===== src/rtl/jsd_pkg.sv =====
package jsd_pkg;

   localparam int unsigned LIMIT_WIDTH = 24;
   localparam int unsigned CSR_INDEX_WIDTH = 8;
   localparam int unsigned QUEUE_DEPTH = 4;
   localparam int unsigned QPTR_WIDTH = 2;

   localparam logic [CSR_INDEX_WIDTH-1:0] CSR_MAX_STRING_BYTES = 8'd0;
   localparam logic [CSR_INDEX_WIDTH-1:0] CSR_MAX_TOTAL_BYTES = 8'd1;

   localparam logic [LIMIT_WIDTH-1:0] MAX_STRING_RESET = 24'd4096;
   localparam logic [LIMIT_WIDTH-1:0] MAX_TOTAL_RESET = 24'd65536;

   localparam logic [3:0] ST_OK = 4'd0;
   localparam logic [3:0] ST_NO_QUOTE = 4'd1;
   localparam logic [3:0] ST_CONTROL = 4'd2;
   localparam logic [3:0] ST_BAD_ESCAPE = 4'd3;
   localparam logic [3:0] ST_CUT_ESCAPE = 4'd4;
   localparam logic [3:0] ST_BAD_HEX = 4'd5;
   localparam logic [3:0] ST_CUT_HEX = 4'd6;
   localparam logic [3:0] ST_NO_LOW = 4'd7;
   localparam logic [3:0] ST_BAD_LOW = 4'd8;
   localparam logic [3:0] ST_LONE_LOW = 4'd9;
   localparam logic [3:0] ST_BAD_LEAD = 4'd10;
   localparam logic [3:0] ST_BAD_CONT = 4'd11;
   localparam logic [3:0] ST_CUT_UTF8 = 4'd12;
   localparam logic [3:0] ST_BAD_POINT = 4'd13;
   localparam logic [3:0] ST_LIMIT = 4'd14;
   localparam logic [3:0] ST_UNTERMINATED = 4'd15;

   typedef struct packed {
      logic [3:0][7:0] data;
      logic [2:0]      count;
   } enc_type;

   // one queued step: decoded bytes plus the status for its last beat
   typedef struct packed {
      logic [3:0][7:0] data;
      logic [2:0]      count;
      logic [3:0]      status;
      logic            done;
   } job_type;

   function automatic enc_type encode_point(input logic [20:0] cp);
      enc_type e;
      e.data = '0;
      if (cp <= 21'h7F) begin
         e.data[0] = cp[7:0];
         e.count = 3'd1;
      end else if (cp <= 21'h7FF) begin
         e.data[0] = {3'b110, cp[10:6]};
         e.data[1] = {2'b10, cp[5:0]};
         e.count = 3'd2;
      end else if (cp <= 21'hFFFF) begin
         e.data[0] = {4'b1110, cp[15:12]};
         e.data[1] = {2'b10, cp[11:6]};
         e.data[2] = {2'b10, cp[5:0]};
         e.count = 3'd3;
      end else begin
         e.data[0] = {5'b11110, cp[20:18]};
         e.data[1] = {2'b10, cp[17:12]};
         e.data[2] = {2'b10, cp[11:6]};
         e.data[3] = {2'b10, cp[5:0]};
         e.count = 3'd4;
      end
      return e;
   endfunction

endpackage


===== src/rtl/jsd_if.sv =====
interface jsd_req_if;
   logic       valid;
   logic       ready;
   logic [7:0] in_byte;
   logic       input_end;
   modport source(output valid, output in_byte, output input_end, input ready);
   modport sink(input valid, input in_byte, input input_end, output ready);
endinterface

interface jsd_rsp_if;
   logic       valid;
   logic       ready;
   logic [7:0] out_byte;
   logic       byte_valid;
   logic [3:0] status;
   logic       string_done;
   logic       last_result;
   modport source(output valid, output out_byte, output byte_valid, output status,
                  output string_done, output last_result, input ready);
   modport sink(input valid, input out_byte, input byte_valid, input status,
                input string_done, input last_result, output ready);
endinterface

interface jsd_csr_if;
   logic                                valid;
   logic                                ready;
   logic [jsd_pkg::CSR_INDEX_WIDTH-1:0] index;
   logic [jsd_pkg::LIMIT_WIDTH-1:0]     data;
   modport source(output valid, output index, output data, input ready);
   modport sink(input valid, input index, input data, output ready);
endinterface


===== src/rtl/jsd_front.sv =====
module jsd_front #(
   parameter int unsigned COUNT_WIDTH = 24
) (
   input  logic             clock,
   input  logic             reset,
   jsd_req_if.sink          req,
   jsd_csr_if.sink          csr,
   input  logic             queue_full,
   output logic             push,
   output jsd_pkg::job_type push_job
);

   localparam int unsigned EXT_WIDTH =
      (COUNT_WIDTH > jsd_pkg::LIMIT_WIDTH) ? COUNT_WIDTH : jsd_pkg::LIMIT_WIDTH;

   typedef enum logic [7:0] {
      PH_IDLE   = 8'b0000_0001,
      PH_STR    = 8'b0000_0010,
      PH_ESC    = 8'b0000_0100,
      PH_HEX1   = 8'b0000_1000,
      PH_SUR_BS = 8'b0001_0000,
      PH_SUR_U  = 8'b0010_0000,
      PH_HEX2   = 8'b0100_0000,
      PH_UTF    = 8'b1000_0000
   } phase_type;

   phase_type                        phase_ff, phase_in;
   logic [COUNT_WIDTH-1:0]           str_len_ff, str_len_in;
   logic [COUNT_WIDTH-1:0]           total_ff, total_in;
   logic [15:0]                      hex_ff, hex_in;
   logic [9:0]                       high_ff, high_in;
   logic [2:0]                       digits_ff, digits_in;
   logic [20:0]                      cp_ff, cp_in;
   logic [3:0]                       pend_ff, pend_in;
   logic [1:0]                       seq_len_ff, seq_len_in;
   logic [jsd_pkg::LIMIT_WIDTH-1:0]  max_str_ff, max_total_ff;

   logic                   accept;
   logic [7:0]             b;
   logic                   emit_req;
   logic [20:0]            emit_cp;
   logic [3:0]             err;
   logic                   done;
   logic                   clear_len;
   jsd_pkg::enc_type       enc;
   logic [3:0]             dval;
   logic                   dok;
   logic [10:0]            first;
   logic [20:0]            pair_cp;
   logic [COUNT_WIDTH-1:0] len_sat [5];
   logic [COUNT_WIDTH-1:0] tot_sat [5];
   logic [COUNT_WIDTH:0]   sum_l, sum_t;
   logic [3:0]             pass;
   logic [2:0]             nout;
   logic                   run;

   assign accept = req.valid && req.ready;
   assign req.ready = !queue_full;
   assign csr.ready = 1'b1;
   assign b = req.in_byte;

   always_comb begin
      dok = 1'b1;
      dval = 4'hF;
      if (b >= 8'h30 && b <= 8'h39) begin
         dval = b[3:0];
      end else if ((b >= 8'h61 && b <= 8'h66) || (b >= 8'h41 && b <= 8'h46)) begin
         dval = b[3:0] + 4'd9;
      end else begin
         dok = 1'b0;
      end
   end

   // saturating counts after j further bytes
   always_comb begin
      for (int j = 0; j < 5; j++) begin
         sum_l = {1'b0, str_len_ff} + (COUNT_WIDTH+1)'(j);
         sum_t = {1'b0, total_ff} + (COUNT_WIDTH+1)'(j);
         len_sat[j] = sum_l[COUNT_WIDTH] ? '1 : sum_l[COUNT_WIDTH-1:0];
         tot_sat[j] = sum_t[COUNT_WIDTH] ? '1 : sum_t[COUNT_WIDTH-1:0];
      end
      for (int j = 0; j < 4; j++) begin
         pass[j] = (EXT_WIDTH'(len_sat[j]) < EXT_WIDTH'(max_str_ff)) &&
                   (EXT_WIDTH'(tot_sat[j]) < EXT_WIDTH'(max_total_ff));
      end
   end

   always_comb begin
      phase_in = phase_ff;
      hex_in = hex_ff;
      high_in = high_ff;
      digits_in = digits_ff;
      cp_in = cp_ff;
      pend_in = pend_ff;
      seq_len_in = seq_len_ff;
      emit_req = 1'b0;
      emit_cp = {13'd0, b};
      err = jsd_pkg::ST_OK;
      done = 1'b0;
      clear_len = 1'b0;
      first = {cp_ff[4:0], b[5:0]};
      pair_cp = 21'h10000 + {1'b0, high_ff, hex_in[9:0]};

      case (phase_ff)
         PH_IDLE: begin
            if (b != 8'h22) begin
               err = jsd_pkg::ST_NO_QUOTE;
            end else begin
               clear_len = 1'b1;
               phase_in = PH_STR;
            end
         end
         PH_STR: begin
            if (b == 8'h22) begin
               done = 1'b1;
               phase_in = PH_IDLE;
            end else if (b == 8'h5C) begin
               phase_in = PH_ESC;
            end else if (b < 8'h20) begin
               err = jsd_pkg::ST_CONTROL;
            end else if (b < 8'h80) begin
               emit_req = 1'b1;
            end else begin
               if (b >= 8'hC2 && b <= 8'hDF) begin
                  seq_len_in = 2'd1;
                  cp_in = {16'd0, b[4:0]};
               end else if (b >= 8'hE0 && b <= 8'hEF) begin
                  seq_len_in = 2'd2;
                  cp_in = {17'd0, b[3:0]};
               end else if (b >= 8'hF0 && b <= 8'hF4) begin
                  seq_len_in = 2'd3;
                  cp_in = {18'd0, b[2:0]};
               end else begin
                  err = jsd_pkg::ST_BAD_LEAD;
               end
               if (err == jsd_pkg::ST_OK) begin
                  digits_in = {1'b0, seq_len_in};
                  pend_in = jsd_pkg::ST_OK;
                  phase_in = PH_UTF;
               end
            end
         end
         PH_ESC: begin
            phase_in = PH_STR;
            emit_req = 1'b1;
            case (b)
               8'h22, 8'h5C, 8'h2F: emit_cp = {13'd0, b};
               8'h62: emit_cp = 21'h08;
               8'h66: emit_cp = 21'h0C;
               8'h6E: emit_cp = 21'h0A;
               8'h72: emit_cp = 21'h0D;
               8'h74: emit_cp = 21'h09;
               8'h75: begin
                  emit_req = 1'b0;
                  phase_in = PH_HEX1;
                  digits_in = 3'd0;
                  hex_in = 16'd0;
                  pend_in = jsd_pkg::ST_OK;
               end
               default: begin
                  emit_req = 1'b0;
                  err = jsd_pkg::ST_BAD_ESCAPE;
               end
            endcase
         end
         PH_HEX1, PH_HEX2: begin
            if (!dok && pend_ff == jsd_pkg::ST_OK) pend_in = jsd_pkg::ST_BAD_HEX;
            hex_in = {hex_ff[11:0], dval};
            digits_in = digits_ff + 3'd1;
            pair_cp = 21'h10000 + {1'b0, high_ff, hex_in[9:0]};
            if (digits_in >= 3'd4) begin
               if (pend_in != jsd_pkg::ST_OK) begin
                  err = pend_in;
               end else if (phase_ff == PH_HEX1) begin
                  if (hex_in >= 16'hD800 && hex_in <= 16'hDBFF) begin
                     high_in = hex_in[9:0];
                     phase_in = PH_SUR_BS;
                  end else if (hex_in >= 16'hDC00 && hex_in <= 16'hDFFF) begin
                     err = jsd_pkg::ST_LONE_LOW;
                  end else begin
                     phase_in = PH_STR;
                     emit_req = 1'b1;
                     emit_cp = {5'd0, hex_in};
                  end
               end else begin
                  if (hex_in < 16'hDC00 || hex_in > 16'hDFFF) begin
                     err = jsd_pkg::ST_BAD_LOW;
                  end else begin
                     phase_in = PH_STR;
                     emit_req = 1'b1;
                     emit_cp = pair_cp;
                  end
               end
            end
         end
         PH_SUR_BS: begin
            if (b != 8'h5C) err = jsd_pkg::ST_NO_LOW;
            else phase_in = PH_SUR_U;
         end
         PH_SUR_U: begin
            if (b != 8'h75) begin
               err = jsd_pkg::ST_NO_LOW;
            end else begin
               phase_in = PH_HEX2;
               digits_in = 3'd0;
               hex_in = 16'd0;
               pend_in = jsd_pkg::ST_OK;
            end
         end
         PH_UTF: begin
            if (b[7:6] != 2'b10) begin
               pend_in = jsd_pkg::ST_BAD_CONT;
            end else if (pend_ff == jsd_pkg::ST_OK && digits_ff == {1'b0, seq_len_ff}) begin
               // overlong three and four byte forms show in the first continuation
               if ((seq_len_ff == 2'd2 && cp_ff[20:5] == '0 && first < 11'h20) ||
                   (seq_len_ff == 2'd3 && cp_ff[20:5] == '0 && first < 11'h10))
                  pend_in = jsd_pkg::ST_BAD_POINT;
            end
            cp_in = {cp_ff[14:0], b[5:0]};
            if (digits_ff != 3'd0) digits_in = digits_ff - 3'd1;
            if (digits_in == 3'd0) begin
               if (pend_in != jsd_pkg::ST_OK) begin
                  err = pend_in;
               end else if ((cp_in >= 21'hD800 && cp_in <= 21'hDFFF) ||
                            cp_in > 21'h10FFFF ||
                            (seq_len_ff == 2'd1 && cp_in < 21'h80)) begin
                  err = jsd_pkg::ST_BAD_POINT;
               end else begin
                  phase_in = PH_STR;
                  emit_req = 1'b1;
                  emit_cp = cp_in;
               end
            end
         end
         default: phase_in = PH_IDLE;
      endcase

      enc = jsd_pkg::encode_point(emit_cp);
      nout = 3'd0;
      run = emit_req;
      for (int j = 0; j < 4; j++) begin
         if (run && (3'(j) < enc.count) && pass[j]) nout = nout + 3'd1;
         else run = 1'b0;
      end
      if (emit_req && nout < enc.count) err = jsd_pkg::ST_LIMIT;

      if (err == jsd_pkg::ST_OK && req.input_end && phase_in != PH_IDLE) begin
         case (phase_in)
            PH_STR:              err = jsd_pkg::ST_UNTERMINATED;
            PH_ESC:              err = jsd_pkg::ST_CUT_ESCAPE;
            PH_HEX1, PH_HEX2:    err = jsd_pkg::ST_CUT_HEX;
            PH_SUR_BS, PH_SUR_U: err = jsd_pkg::ST_NO_LOW;
            default:             err = jsd_pkg::ST_CUT_UTF8;
         endcase
      end
      if (err != jsd_pkg::ST_OK) phase_in = PH_IDLE;

      str_len_in = clear_len ? '0 : len_sat[nout];
      total_in = tot_sat[nout];

      push_job.data = enc.data;
      push_job.count = nout;
      push_job.status = err;
      push_job.done = done;
      push = accept && (nout != 3'd0 || err != jsd_pkg::ST_OK || done);
   end

   always_ff @(posedge clock) begin
      if (reset) begin
         phase_ff <= PH_IDLE;
         str_len_ff <= '0;
         total_ff <= '0;
         hex_ff <= '0;
         high_ff <= '0;
         digits_ff <= '0;
         cp_ff <= '0;
         pend_ff <= '0;
         seq_len_ff <= '0;
      end else if (accept) begin
         phase_ff <= phase_in;
         str_len_ff <= str_len_in;
         total_ff <= total_in;
         hex_ff <= hex_in;
         high_ff <= high_in;
         digits_ff <= digits_in;
         cp_ff <= cp_in;
         pend_ff <= pend_in;
         seq_len_ff <= seq_len_in;
      end
   end

   always_ff @(posedge clock) begin
      if (reset) begin
         max_str_ff <= jsd_pkg::MAX_STRING_RESET;
         max_total_ff <= jsd_pkg::MAX_TOTAL_RESET;
      end else if (csr.valid) begin
         if (csr.index == jsd_pkg::CSR_MAX_STRING_BYTES) max_str_ff <= csr.data;
         else if (csr.index == jsd_pkg::CSR_MAX_TOTAL_BYTES) max_total_ff <= csr.data;
      end
   end

endmodule


===== src/rtl/jsd_queue.sv =====
module jsd_queue (
   input  logic             clock,
   input  logic             reset,
   input  logic             push,
   input  jsd_pkg::job_type push_job,
   output logic             full,
   input  logic             pop,
   output jsd_pkg::job_type head,
   output logic             empty
);

   jsd_pkg::job_type                  slot_ff [jsd_pkg::QUEUE_DEPTH];
   logic [jsd_pkg::QPTR_WIDTH-1:0]    wr_ff, wr_in, rd_ff, rd_in;
   logic [jsd_pkg::QPTR_WIDTH:0]      fill_ff, fill_in;

   assign full = (fill_ff == (jsd_pkg::QPTR_WIDTH+1)'(jsd_pkg::QUEUE_DEPTH));
   assign empty = (fill_ff == '0);
   assign head = slot_ff[rd_ff];

   always_comb begin
      wr_in = push ? wr_ff + 1'b1 : wr_ff;
      rd_in = pop ? rd_ff + 1'b1 : rd_ff;
      fill_in = fill_ff;
      if (push && !pop) fill_in = fill_ff + 1'b1;
      else if (pop && !push) fill_in = fill_ff - 1'b1;
   end

   always_ff @(posedge clock) begin
      if (reset) begin
         wr_ff <= '0;
         rd_ff <= '0;
         fill_ff <= '0;
      end else begin
         wr_ff <= wr_in;
         rd_ff <= rd_in;
         fill_ff <= fill_in;
      end
   end

   always_ff @(posedge clock) begin
      if (push) slot_ff[wr_ff] <= push_job;
   end

endmodule


===== src/rtl/jsd_back.sv =====
module jsd_back (
   input  logic             clock,
   input  logic             reset,
   input  jsd_pkg::job_type head,
   input  logic             empty,
   output logic             pop,
   jsd_rsp_if.source        rsp
);

   logic [1:0] idx_ff, idx_in;
   logic       valid_ff, valid_in;
   logic [7:0] byte_ff, byte_in;
   logic       bvalid_ff, bvalid_in;
   logic [3:0] status_ff, status_in;
   logic       done_ff, done_in;
   logic       last_ff, last_in;
   logic       load;
   logic       has_data;
   logic       is_last;

   assign load = !valid_ff || rsp.ready;
   assign has_data = (head.count != 3'd0);
   // a step with no data still yields one status beat
   assign is_last = !has_data || ({1'b0, idx_ff} == head.count - 3'd1);
   assign pop = load && !empty && is_last;

   always_comb begin
      valid_in = valid_ff;
      idx_in = idx_ff;
      byte_in = byte_ff;
      bvalid_in = bvalid_ff;
      status_in = status_ff;
      done_in = done_ff;
      last_in = last_ff;
      if (load) begin
         valid_in = !empty;
         byte_in = has_data ? head.data[idx_ff] : 8'd0;
         bvalid_in = has_data;
         status_in = is_last ? head.status : jsd_pkg::ST_OK;
         done_in = is_last && head.done;
         last_in = is_last;
         if (!empty) idx_in = is_last ? 2'd0 : idx_ff + 2'd1;
      end
   end

   always_ff @(posedge clock) begin
      if (reset) begin
         valid_ff <= 1'b0;
         idx_ff <= '0;
      end else begin
         valid_ff <= valid_in;
         idx_ff <= idx_in;
      end
   end

   always_ff @(posedge clock) begin
      byte_ff <= byte_in;
      bvalid_ff <= bvalid_in;
      status_ff <= status_in;
      done_ff <= done_in;
      last_ff <= last_in;
   end

   assign rsp.valid = valid_ff;
   assign rsp.out_byte = byte_ff;
   assign rsp.byte_valid = bvalid_ff;
   assign rsp.status = status_ff;
   assign rsp.string_done = done_ff;
   assign rsp.last_result = last_ff;

   a_partial_job_queued: assert property (@(posedge clock) disable iff (reset)
      idx_ff != 2'd0 |-> !empty)
      else $error("beat index set with nothing queued");

   a_status_beat_last: assert property (@(posedge clock) disable iff (reset)
      (valid_ff && !bvalid_ff) |-> (last_ff && byte_ff == 8'd0))
      else $error("status-only beat not final or carries data");

   a_done_clean: assert property (@(posedge clock) disable iff (reset)
      (valid_ff && done_ff) |-> (status_ff == jsd_pkg::ST_OK && !bvalid_ff))
      else $error("close beat carries data or error");

endmodule


===== src/rtl/json_string_decoder_core.sv =====
// JSON string decoder.
// req_chan carries raw token bytes (in_byte, input_end), one beat per byte,
// starting at the opening quote. rsp_chan returns the decoded UTF-8 bytes,
// 0 to 4 beats per input byte; errors and the close ride on the last beat of
// that byte, or on a data-less beat; last_result marks the final beat of each step.
// csr_chan writes the two limits: index 0 per-string, index 1 running total.
// It is always ready; write it only while the block is idle.
// A four-entry queue of decoded steps sits between input decoding and the
// output register. Decoding takes one byte per cycle while the queue has
// room; req_chan.ready drops only while it is full. The output register
// delivers one beat per cycle while rsp_chan is ready, so a byte giving
// several beats holds the output side for all of them. A stalled rsp_chan
// holds its beat and lets the queue fill behind it.
// Reset (synchronous) returns to idle awaiting a quote, clears the byte
// counts and the queue, and sets the limits to 4096 and 65536.
module json_string_decoder_core #(
   parameter int unsigned COUNT_WIDTH = 24
) (
   input logic       clock,
   input logic       reset,
   jsd_req_if.sink   req_chan,
   jsd_rsp_if.source rsp_chan,
   jsd_csr_if.sink   csr_chan
);

   logic             push;
   logic             pop;
   logic             full;
   logic             empty;
   jsd_pkg::job_type push_job;
   jsd_pkg::job_type head;

   jsd_front #(.COUNT_WIDTH(COUNT_WIDTH)) u_front (
      .clock(clock),
      .reset(reset),
      .req(req_chan),
      .csr(csr_chan),
      .queue_full(full),
      .push(push),
      .push_job(push_job)
   );

   jsd_queue u_queue (
      .clock(clock),
      .reset(reset),
      .push(push),
      .push_job(push_job),
      .full(full),
      .pop(pop),
      .head(head),
      .empty(empty)
   );

   jsd_back u_back (
      .clock(clock),
      .reset(reset),
      .head(head),
      .empty(empty),
      .pop(pop),
      .rsp(rsp_chan)
   );

endmodule

===== src/flat_wrapper.sv =====
// flat-port wrapper written by rule: the top's interface ports become plain ports
module json_string_decoder_core_flat 
#(
   parameter int unsigned COUNT_WIDTH = 24
)
  (clock, reset, req_chan_valid, req_chan_in_byte, req_chan_input_end, req_chan_ready, rsp_chan_valid, rsp_chan_out_byte, rsp_chan_byte_valid, rsp_chan_status, rsp_chan_string_done, rsp_chan_last_result, rsp_chan_ready, csr_chan_valid, csr_chan_index, csr_chan_data, csr_chan_ready);
  jsd_req_if req_chan_i ();
  jsd_rsp_if rsp_chan_i ();
  jsd_csr_if csr_chan_i ();
  input logic clock;
  input logic reset;
  input wire logic [$bits(req_chan_i.valid)-1:0] req_chan_valid;
  input wire logic [$bits(req_chan_i.in_byte)-1:0] req_chan_in_byte;
  input wire logic [$bits(req_chan_i.input_end)-1:0] req_chan_input_end;
  output wire logic [$bits(req_chan_i.ready)-1:0] req_chan_ready;
  output wire logic [$bits(rsp_chan_i.valid)-1:0] rsp_chan_valid;
  output wire logic [$bits(rsp_chan_i.out_byte)-1:0] rsp_chan_out_byte;
  output wire logic [$bits(rsp_chan_i.byte_valid)-1:0] rsp_chan_byte_valid;
  output wire logic [$bits(rsp_chan_i.status)-1:0] rsp_chan_status;
  output wire logic [$bits(rsp_chan_i.string_done)-1:0] rsp_chan_string_done;
  output wire logic [$bits(rsp_chan_i.last_result)-1:0] rsp_chan_last_result;
  input wire logic [$bits(rsp_chan_i.ready)-1:0] rsp_chan_ready;
  input wire logic [$bits(csr_chan_i.valid)-1:0] csr_chan_valid;
  input wire logic [$bits(csr_chan_i.index)-1:0] csr_chan_index;
  input wire logic [$bits(csr_chan_i.data)-1:0] csr_chan_data;
  output wire logic [$bits(csr_chan_i.ready)-1:0] csr_chan_ready;
  assign req_chan_i.valid = req_chan_valid;
  assign req_chan_i.in_byte = req_chan_in_byte;
  assign req_chan_i.input_end = req_chan_input_end;
  assign req_chan_ready = req_chan_i.ready;
  assign rsp_chan_valid = rsp_chan_i.valid;
  assign rsp_chan_out_byte = rsp_chan_i.out_byte;
  assign rsp_chan_byte_valid = rsp_chan_i.byte_valid;
  assign rsp_chan_status = rsp_chan_i.status;
  assign rsp_chan_string_done = rsp_chan_i.string_done;
  assign rsp_chan_last_result = rsp_chan_i.last_result;
  assign rsp_chan_i.ready = rsp_chan_ready;
  assign csr_chan_i.valid = csr_chan_valid;
  assign csr_chan_i.index = csr_chan_index;
  assign csr_chan_i.data = csr_chan_data;
  assign csr_chan_ready = csr_chan_i.ready;
  json_string_decoder_core #(.COUNT_WIDTH(COUNT_WIDTH)) u_core (.clock(clock), .reset(reset), .req_chan(req_chan_i), .rsp_chan(rsp_chan_i), .csr_chan(csr_chan_i));
endmodule

===== config.mk =====
export PLATFORM = sky130hd
export DESIGN_NAME = json_string_decoder_core_flat
export DESIGN_NICKNAME = d
export VERILOG_FILES = /design/src/rtl/jsd_pkg.sv /design/src/rtl/jsd_if.sv /design/src/rtl/jsd_front.sv /design/src/rtl/jsd_queue.sv /design/src/rtl/jsd_back.sv /design/src/rtl/json_string_decoder_core.sv /design/src/flat_wrapper.sv
export SDC_FILE = /design/constraint.sdc
export NUM_CORES = 1
export LEC_CHECK = 0
export BUFFER_PORTS_ARGS = -buffer_cell sky130_fd_sc_hd__buf_4
export CELL_PAD_IN_SITES_DETAIL_PLACEMENT = 0
export CELL_PAD_IN_SITES_GLOBAL_PLACEMENT = 1
export CORE_ASPECT_RATIO = 1.4
export CORE_MARGIN = 2
export CORE_UTILIZATION = 45
export DETAILED_ROUTE_END_ITERATION = 10
export GPL_TIMING_DRIVEN = 0
export HOLD_SLACK_MARGIN = 0.06
export PLACE_DENSITY = 0.86
export SYNTH_ARGS = -nofsm -noshare
export SYNTH_HDL_FRONTEND = slang
export SYNTH_HIERARCHICAL = 1
export SYNTH_SLANG_ARGS = --single-unit

===== constraint.sdc =====
create_clock -name clock -period 9.9 [get_ports clock]
set_clock_uncertainty 0.05 [all_clocks]
set_input_delay 2.97 -clock clock [delete_from_list [all_inputs] [get_ports clock]]
set_output_delay 2.97 -clock clock [all_outputs]
set_load 0.03 [all_outputs]

# After elaboration in Yosys (flattened, before gate mapping)
# Memories as Yosys holds them, arrays and structs flattened. A register that Yosys moved wholly into a read port is not among the register bits.
# Index checks and enable logic that the tools add are counted.
# word_totals
ff_bits	181
mem_bits_rw	160
input_bits	46
output_inout_bits	18
word_cells	381
mem_count	1
# mem_list
memory	words	width	rd	rd_clocked_by_memory_dff	wr	line	text
u_core.u_queue.slot_ff	4	40	1	1	1	jsd_queue.sv:12	jsd_pkg::job_type slot_ff [jsd_pkg::QUEUE_DEPTH];
# op_classes
addsub	21
magnitude_cmp	45
eq_ne	43
muxes	158
bitwise	8
n_reduce_logical	84
# ops
operator	count
$mux W24	14
$mux W21	14
$lt A24 B24 Y1	8
$mux W8	20
$mux W4	39
$bmux W24 S3	2
$add A24 B2 Y25 const B	4
$eq A8 B7 Y1 const B	9
$pmux W21 S3	1
$pmux W8 S7	1
$add A24 B1 Y25 const B	2
$add A24 B3 Y25 const B	2
$mux W16	3
$mux W3	16
$le A21 B16 Y1 const B	2
$pmux W21 S2	1
$pmux W8 S5	1
$logic_and A1 B1 Y1	38
$pmux W12 S3	1
$eq A8 B6 Y1 const B	4
$ge A16 B16 Y1 const B	2
$le A16 B16 Y1 const B	2
$pmux W4 S7	1
$mux W1	27
75 further kinds	145

# Longest topological paths before layout
# Gate-level depths: netlist of the first run.
# depth
ltp_word	45
ltp_mapped	42
depth_no_buf	37

# Hierarchy
# The synthesis of the first run kept the hierarchy.
# modules_own_cells
mod	n_inst	cells_each	area_each_um2	seq_area_each_um2
jsd_front	1	2472	17991.0	3123.0
jsd_queue	1	253	6246.0	4984.8
jsd_back	1	65	974.7	510.5

# Least setup slack after synthesis of the first run
# OpenSTA, ideal clock, no wires.
# synth_path
kind	input to register
startpoint	in req_chan_in_byte[1]
endpoint	mem u_core/u_queue/slot_ff[0][0] (netlist name) (enable)
setup_time_ns	0.401
arrival_time_ns	9.767
required_ns	9.449
path_slack_ns	-0.318
path_stages	29
n_path_buf	4
cell_sequence	inv_1 > ha_1 > or3b_2 > nand4_1 > nand2_1 > nand4_1 > nor2_1 > a221o_1 > nor3_4 > and2b_1 > nor3_1 > ha_1 > clkbuf_1 > inv_1 > clkbuf_1 > xnor2_1 > ha_1 > and4b_1 > buf_4 > nor2_2 > mux2i_4 > inv_2 > buf_2 > ha_1 > or2_2 > a21oi_1 > a31oi_2 > a31oi_1 > and2_1
# synth_lines
element	line	text
start, declared	flat_wrapper.sv:13	input wire logic [$bits(req_chan_i.in_byte)-1:0] req_chan_in_byte;
end, declared	jsd_queue.sv:12	

==> impl_metrics.py, run 1 <==
metrics = {
    "timing": {
        "worst_slack_on_hold_paths_ps": 405,
        "finalSetupViolations": 0,
        "max_slew.worst_pin.slew_ps": 1580,
        "hold_viol": 0,
        "timing.final.crit_share_pct": 99.2,
        "unrepaired_setup_endpoints_after_global_routing": "true",
        "setup_tns_final_ps": 0,
        "layout_min_cycle_time_ps": 9820,
        "max_clock_freq_mhz": 102,
        "number_of_pins_exceeding_their_max_slew_limit_in_the_final_report": 11,
        "worst_slew_margin_rel_pct": -5.74,
    },
    "setup_path": {
        "critical_path.max_fanout": 14,
        "critical_path_buf_inv_count": 10,
        "rr_startpoint": "u_core/u_front/total_ff[21]",
        "cpPeakStageDelay_ps": 610,
        "timing.critical_path.required_ps": 10350,
        "cpLargestDelayFamily": "buffers and inverters",
        "critPathKind": "flop to flop",
        "worstSetupStartpointType": "flop",
        "worstSetupEndpointType": "flop",
        "worst-endpoint-arrival_ps": 10260,
        "crit_path_start": "u_core/u_front/total_ff[21]",
        "slowest_stage": "sky130_fd_sc_hd__buf_1",
    },
    "grt": {
        "via_count_of_the_first_global_routing_pass": 23300,
        "globalRouteTotalUtil_pct": 34.3,
        "wire_length_of_the_first_global_routing_pass_mm": 148,
        "gr-total-overflow": 0,
        "antenna_found_initial": 1,
        "pin_count_of_the_biggest_net_entering_global_routing": 41,
    },
    "drt": {
        "initial_detailed_routing_violation_count": 2566,
        "postRouteWirelength_mm": 101,
        "drc": 0,
        "number_of_nets_with_antenna_violations_after_routing": 0,
        "detail_route.wl_per_cell_um": 27.6,
        "vias": 23900,
        "viasPerCell": 6.52,
        "total_iterations_of_the_first_detailed_routing_run": 8,
    },
    "run_status": {
        "failing_checks": "capacitance limit, slew limit",
        "result_of_the_run": "finished, violations left",
    },
    "floorplanning": {
        "io-pin-count": 64,
        "core_area_mm2": 0.0554,
        "row_count": 102,
        "die_wd_um": 204,
        "fp.dieArea_mm2": 0.0580,
        "initial_core_util_pct": 45.5,
        "floorplan.die.height_um": 284,
    },
    "cells_and_area": {
        "final_nets": 3167,
        "area_growth_syn_to_layout_pct": 11.9,
        "antenna_cells": 0,
        "utilization_pct": 50.9,
        "drive_above_1_share_pct": 12.4,
        "stdcell_count": 3663,
    },
    "power_and_ir_drop": {
        "power.total_uw": 3770,
        "power_per_standard_cell_area_mw_per_mm2": 134,
        "power.static_leakage_uw": 0.0112,
        "vdd_ir_drop_max_mv": 0.133,
    },
    "synthesis": {
        "synth_seq_cells": 343,
        "synth.avg_cell_area_um2": 9.04,
        "netlist_area_mm2": 0.0252,
        "synthCells": 2790,
        "yosysWarningCount": 6,
        "synth_enable_flop_cells": 175,
        "synth-async-reset-ratio_pct": 0,
        "netlist-cell-type-count": 115,
        "synth-main-ff-cell": "sky130_fd_sc_hd__edfxtp_1",
        "ys_seq_area_share_pct": 34.2,
    },
    "cts": {
        "root_buffer": "sky130_fd_sc_hd__clkbuf_16",
        "clkTransAtPathRegs_ps": 60,
        "tritoncts.num_buffers": 37,
        "cts_max_path_buffers": 3,
        "cts.sink_count": 343,
        "cts_htree_levels": 2,
        "clk_lat_worst_skew_ps": 600,
        "cts_tree": "built",
    },
    "hold_path": {
        "hold_path_startpoint": "u_core/u_front/cp_ff[17]",
        "worst_hold_path_type": "flop to flop",
    },
    "placed_design": {
        "port_buffers": 62,
        "gp_congestion": 1.06,
        "numPlacedInstances": 3582,
        "detailed_placement_wirelength_estimate_mm": 76.0,
    },
    "flow_run": {
        "cap_viol_max_count": 1,
    },
}
state kept, by name, indices dropped and copies added (netlist names), 3 cells and up, named ones only:
signal,count
u_core/u_front/pend_ff,4
u_core/u_front/high_ff,10
u_core/u_queue/fill_ff,3
u_core/u_front/str_len_ff,24
u_core/u_front/max_str_ff,24
u_core/u_front/max_total_ff,24
u_core/u_front/cp_ff,21
u_core/u_front/total_ff,24
u_core/u_front/phase_ff,8
u_core/u_back/rsp.status,4
u_core/u_front/hex_ff,12
u_core/u_back/rsp.out_byte,8
u_core/u_front/digits_ff,3
u_core/u_queue/slot_ff,160
cell usage in the layout, fill, tap and decap left out, drive strengths merged, types with 11 or more instances in the layout:
cell type / synthesis / final
o22ai: 13 / 13
ha: 214 / 214
clkinv: 2 / 13
a31oi: 43 / 43
a22o: 12 / 12
clkbuf: 126 / 163
nor3: 57 / 57
a211oi: 33 / 33
o211ai: 27 / 27
a221oi: 13 / 13
and3: 52 / 52
or2: 12 / 12
o21a: 25 / 25
and2b: 11 / 11
buf: 57 / 136
inv: 96 / 102
a22oi: 45 / 45
xnor2: 49 / 49
nor4: 32 / 32
and4: 15 / 15
mux4: 48 / 48
a21oi: 226 / 226
edfxtp: 175 / 175
dfxtp: 168 / 168
o21ai: 128 / 128
and2: 25 / 25
a32o: 14 / 14
or3: 23 / 23
xor2: 48 / 48
nand4: 56 / 56
nor2: 267 / 267
nand3: 111 / 111
nor2b: 20 / 20
nand2: 255 / 255
mux2i: 84 / 84
nand2b: 17 / 17
mux2: 19 / 19
a21o: 18 / 18
power by group:
| part | switching [uW] | total (uW) | internal, uW |
|---|---|---|---|
| Sequential | 44.9 | 1670 | 1620 |
| Combinational | 376 | 641 | 265 |
| Clock | 648 | 1460 | 814 |
cell usage after synthesis (28+ instances only):
master	number	share of area [%]
sky130_fd_sc_hd__nand4_1	56	1.4
sky130_fd_sc_hd__clkbuf_1	125	1.9
sky130_fd_sc_hd__ha_1	214	11
sky130_fd_sc_hd__mux4_2	47	4.2
sky130_fd_sc_hd__a211oi_1	30	0.89
sky130_fd_sc_hd__nor3_1	55	1.1
sky130_fd_sc_hd__mux2i_1	83	3.3
sky130_fd_sc_hd__xnor2_1	49	1.7
sky130_fd_sc_hd__nor2_1	265	3.9
sky130_fd_sc_hd__nor4_1	28	0.69
sky130_fd_sc_hd__a31oi_1	41	1.0
sky130_fd_sc_hd__and3_1	52	1.3
sky130_fd_sc_hd__nand2_1	255	3.8
sky130_fd_sc_hd__o21ai_0	124	2.5
sky130_fd_sc_hd__xor2_1	48	1.7
sky130_fd_sc_hd__edfxtp_1	175	21
sky130_fd_sc_hd__a21oi_1	223	4.4
sky130_fd_sc_hd__buf_2	28	0.56
sky130_fd_sc_hd__inv_1	93	1.4
sky130_fd_sc_hd__a22oi_1	45	1.3
sky130_fd_sc_hd__dfxtp_1	168	13
sky130_fd_sc_hd__nand3_1	110	2.2
layer usage:
layer / up-vias / track usage, % / share of wire, %
met5: - / 0 / 0.013
met4: 2 / 26.2 / 9.4
met3: 444 / 5.56 / 7.3
met2: 1290 / 59.3 / 48
met1: 11500 / 37.3 / 35
li1: 10700 / - / -
kinds of logic after synthesis:
group,Yosys count,share of synthesized area (%)
XOR/XNOR,97,3.37
AND/OR/NAND/NOR,998,19.7
other,2,0.0298
adder cells (fa/ha/maj),215,10.7
multiplexers,151,8.54
flip-flops,343,34.2
buffers and inverters,281,5.00
AO/OA/AOI/OAI,703,18.5
worst register-to-register path: cells and delay by family, from the launching register on:
kind	cells	cell delay, ps
adder cells (fa/ha/maj)	5	1590
AND/OR/NAND/NOR	11	2390
flip-flops	1	330
multiplexers	1	100
buffers and inverters	10	2600
AO/OA/AOI/OAI	8	2350
XOR/XNOR	2	290
worst paths after layout:
| check | endpoint | slack [ps] | cells after the start |
|---|---|---|---|
| max | u_core/u_queue/fill_ff[2] | 80 | 37 |
| min | u_core/u_front/cp_ff[17] | 400 | 2 |
| max reg2reg | u_core/u_queue/fill_ff[2] | 80 | 37 |
| min reg2reg | u_core/u_front/cp_ff[17] | 400 | 2 |
repair_timing:
| item | CTS | global route |
|---|---|---|
| setup endpoints to repair | 196 | 162 |
| pin swaps | 4 | 8 |
| cloned | 0 | 0 |
| hold buffers | 0 | 0 |
| buffers inserted | 8 | 11 |
| resized for setup | 22 | 43 |
area by class of cell:
class / instances / area, um2
multi-input combinational: 2168 / 15500
buffer: 177 / 883
timing repair buffer: 81 / 621
inverter: 98 / 378
clock buffer: 41 / 941
clock inverter: 27 / 323
tap: 728 / 911
sequential: 343 / 8620
fill: 5165 / 27200
stage by stage:
stage	setup slack, ps	area, um2
after CTS	0.868	28000
after global routing	-72.0	28200
after floorplan	32.8	25200
after global placement	-1910	26600
after detailed placement	-2000	26600
final	83.1	28200
No activity file was read; power rests on OpenSTA's default activity.
==> run 2, diff against run 1 <==
--- a/config.mk
+++ b/config.mk
@@ -6,15 +6,13 @@
 export NUM_CORES = 1
 export LEC_CHECK = 0
 export BUFFER_PORTS_ARGS = -buffer_cell sky130_fd_sc_hd__buf_4
-export CELL_PAD_IN_SITES_DETAIL_PLACEMENT = 0
-export CELL_PAD_IN_SITES_GLOBAL_PLACEMENT = 1
 export CORE_ASPECT_RATIO = 1.4
 export CORE_MARGIN = 2
 export CORE_UTILIZATION = 45
 export DETAILED_ROUTE_END_ITERATION = 10
 export GPL_TIMING_DRIVEN = 0
 export HOLD_SLACK_MARGIN = 0.06
-export PLACE_DENSITY = 0.86
+export PLACE_DENSITY = 0.72
 export SYNTH_ARGS = -nofsm -noshare
 export SYNTH_HDL_FRONTEND = slang
 export SYNTH_HIERARCHICAL = 1
==> impl_metrics.py, run 2 (synthesis gave the netlist of run 1 again) <==
metrics = {
    "cells_and_area": {
        "final_nets": 3168,
        "fill_cell_count": 5253,
        "storage_cell_area_mm2": 0.00862,
        "largest_register_ff_count": 160,
        "utilization_pct": 50.8,
        "largest-register": "u_core/u_queue/slot_ff",
        "multi_input_comb_area_mm2": 0.0156,
        "area_growth_syn_to_layout_pct": 11.6,
        "mostFrequentLayoutCell": "sky130_fd_sc_hd__nor2_1",
        "drive_above_1_share_pct": 12.8,
        "final_cell_mix": "sky130_fd_sc_hd__nor2_1 (260), sky130_fd_sc_hd__nand2_1 (254), sky130_fd_sc_hd__a21oi_1 (220)",
        "final_cell_area_mm2": 0.0281,
    },
    "cts": {
        "cts_tree": "built",
        "clk_lat_worst_skew_ps": 580,
        "cts.sink_count": 343,
        "clkTransAtPathRegs_ps": 60,
        "cts_htree_levels": 2,
        "cts_max_path_buffers": 3,
        "tritoncts.num_buffers": 36,
        "root_buffer": "sky130_fd_sc_hd__clkbuf_16",
    },
    "power_and_ir_drop": {
        "share_clk_of_total_power_pct": 37.0,
        "vdd_ir_drop_max_mv": 0.106,
        "pwr-share-seq_pct": 45.5,
        "cell_internal_pwr_uw": 2640,
        "power_per_standard_cell_area_mw_per_mm2": 130,
        "switching_power_uw": 1030,
        "combinationalPowerShare_pct": 17.6,
        "switching_power_as_a_share_of_total_power_pct": 28.1,
        "power.static_leakage_uw": 0.0111,
    },
    "setup_path": {
        "worst-endpoint-arrival_ps": 9840,
        "slowest_stage": "sky130_fd_sc_hd__and2_2",
        "cpLargestDelayFamily": "simple AND/OR/NAND/NOR gates",
        "critical_path_buf_inv_count": 4,
        "cpPeakStageDelay_ps": 970,
        "timing.critical_path.required_ps": 10010,
        "critical_path.max_fanout": 40,
        "worstSetupStartpointType": "flop",
        "cpMostUsedCell": "sky130_fd_sc_hd__ha_1",
        "worstSetupEndpointType": "flop",
        "critPathKind": "flop to flop",
    },
    "timing": {
        "max_slew.worst_pin.slew_ps": 1430,
        "hold_viol": 0,
        "max_clock_freq_mhz": 103,
        "worst_slew_margin_rel_pct": 4.06,
        "worst_slack_on_hold_paths_ps": 409,
        "timing.final.crit_share_pct": 98.3,
        "number_of_pins_exceeding_their_max_slew_limit_in_the_final_report": 0,
        "finalSetupViolations": 0,
        "layout_min_cycle_time_ps": 9730,
    },
    "grt": {
        "wire_length_of_the_first_global_routing_pass_mm": 149,
        "gr-total-overflow": 0,
        "via_count_of_the_first_global_routing_pass": 23500,
        "pin_count_of_the_biggest_net_entering_global_routing": 41,
        "antenna_found_initial": 2,
        "globalRouteTotalUtil_pct": 34.5,
    },
    "drt": {
        "vias": 23900,
        "initial_detailed_routing_violation_count": 2636,
        "detail_route.wl_per_cell_um": 27.9,
        "postRouteWirelength_mm": 102,
        "drc": 0,
        "viasPerCell": 6.53,
        "number_of_nets_with_antenna_violations_after_routing": 0,
        "total_iterations_of_the_first_detailed_routing_run": 7,
    },
    "hold_path": {
        "worst_hold_path_type": "flop to flop",
    },
    "flow_run": {
        "cap_viol_max_count": 0,
    },
    "placed_design": {
        "gp_congestion": 1.01,
        "detailed_placement_wirelength_estimate_mm": 79.3,
        "port_buffers": 62,
        "post_dp_cell_area_mm2": 0.0266,
    },
    "floorplanning": {
        "fp.dieArea_mm2": 0.0580,
        "initial_core_util_pct": 45.5,
        "die_wd_um": 204,
        "io-pin-count": 64,
        "row_count": 102,
        "floorplan.die.height_um": 284,
        "core_area_mm2": 0.0554,
    },
    "run_status": {
        "result_of_the_run": "finished, final reports clean",
    },
}
[run 2: cell count changes in the layout (fill, tap and decap cells not counted), sizes merged]
cell,change
clkbuf,+4
bufinv,-2
clkinv,-2
clkinvlp,-2
buf,+1
clkdlybuf4s18,+1
diode,+1
inv,-1
[run 2: path summary, 6_finish.rpt]
path,from,slack [ps],cells past startpoint,end
worst max-delay path,u_core/u_front/total_ff[1],170,26,u_core/u_queue/slot_ff[1][27]
worst min-delay path,u_core/u_front/cp_ff[15],410,2,u_core/u_front/cp_ff[15]
worst max register to register,u_core/u_front/total_ff[1],170,26,u_core/u_queue/slot_ff[1][27]
worst min register to register,u_core/u_front/cp_ff[15],410,2,u_core/u_front/cp_ff[15]
[run 2: repair_timing]
action	CTS	global route
setup endpoints to repair	204	163
gates resized for setup	29	44
hold buffers	0	0
pin swaps	5	7
setup buffers	9	12
[run 2: metrics by stage]
stage | std cells | power (uW) | setup WS, ps | TNS [ps]
2_1_floorplan | 2792 | 2110 | 32.8 | 0
3_3_place_gp | 3582 | 2300 | -2030 | -362210
3_5_place_dp | 3583 | 2340 | -2130 | -379490
4_1_cts | 3655 | 3700 | 28.0 | 0
5_1_grt | 3662 | 3790 | -0.691 | -0.691
6_report | 3663 | 3670 | 171 | 0
[run 2: worst reg2reg max path, stage by stage (launching register included)]
cell                       delay [ps]
sky130_fd_sc_hd__dfxtp_1          350
sky130_fd_sc_hd__clkbuf_1         330
sky130_fd_sc_hd__inv_1            300
sky130_fd_sc_hd__ha_1             230
sky130_fd_sc_hd__a21oi_1          110
sky130_fd_sc_hd__nor2_1           660
sky130_fd_sc_hd__nand3_1          550
sky130_fd_sc_hd__nor2_1           400
sky130_fd_sc_hd__and3_1           210
sky130_fd_sc_hd__o21ai_0          190
sky130_fd_sc_hd__ha_1             400
sky130_fd_sc_hd__nand4_1          390
sky130_fd_sc_hd__nor4_2           670
sky130_fd_sc_hd__o21ai_0          530
sky130_fd_sc_hd__nand4_1          470
sky130_fd_sc_hd__a211oi_2         110
sky130_fd_sc_hd__a21oi_1          540
sky130_fd_sc_hd__nor2_2           150
sky130_fd_sc_hd__mux2i_4          200
sky130_fd_sc_hd__inv_2             70
sky130_fd_sc_hd__buf_6            180
sky130_fd_sc_hd__ha_1             290
sky130_fd_sc_hd__or2_2            290
sky130_fd_sc_hd__a21oi_2          170
sky130_fd_sc_hd__a31oi_2          110
sky130_fd_sc_hd__a31oi_4          360
sky130_fd_sc_hd__and2_2           970
[run 2: metal layers]
layer | track usage [%] | routed length, um | vias up
li1 | - | - | 10700
met1 | 37.5 | 36300 | 11600
met2 | 60.1 | 50000 | 1209
met3 | 4.17 | 6040 | 449
met4 | 27.6 | 9960 | 2
met5 | 0 | 13 | -
[run 2: layout make-up]
cell class / count / share of cell area [%]
clock inverters: 20 / 0.693
plain buffers: 176 / 3.14
multi-input cells: 2168 / 55.3
well taps: 728 / 3.24
diodes: 1 / 0.00889
inverters: 98 / 1.34
repair buffers: 84 / 2.25
clock buffers: 45 / 3.39
flip-flops and latches: 343 / 30.6
[run 2: power groups by stage]
stage          clock network (uW)  registers [uW]  logic (uW)
6_report                     1360            1670         646
5_1_grt                      1430            1680         686
3_3_place_gp                    0            1690         610
3_5_place_dp                    0            1700         637
2_1_floorplan                   0            1740         365
4_1_cts                      1380            1670         648
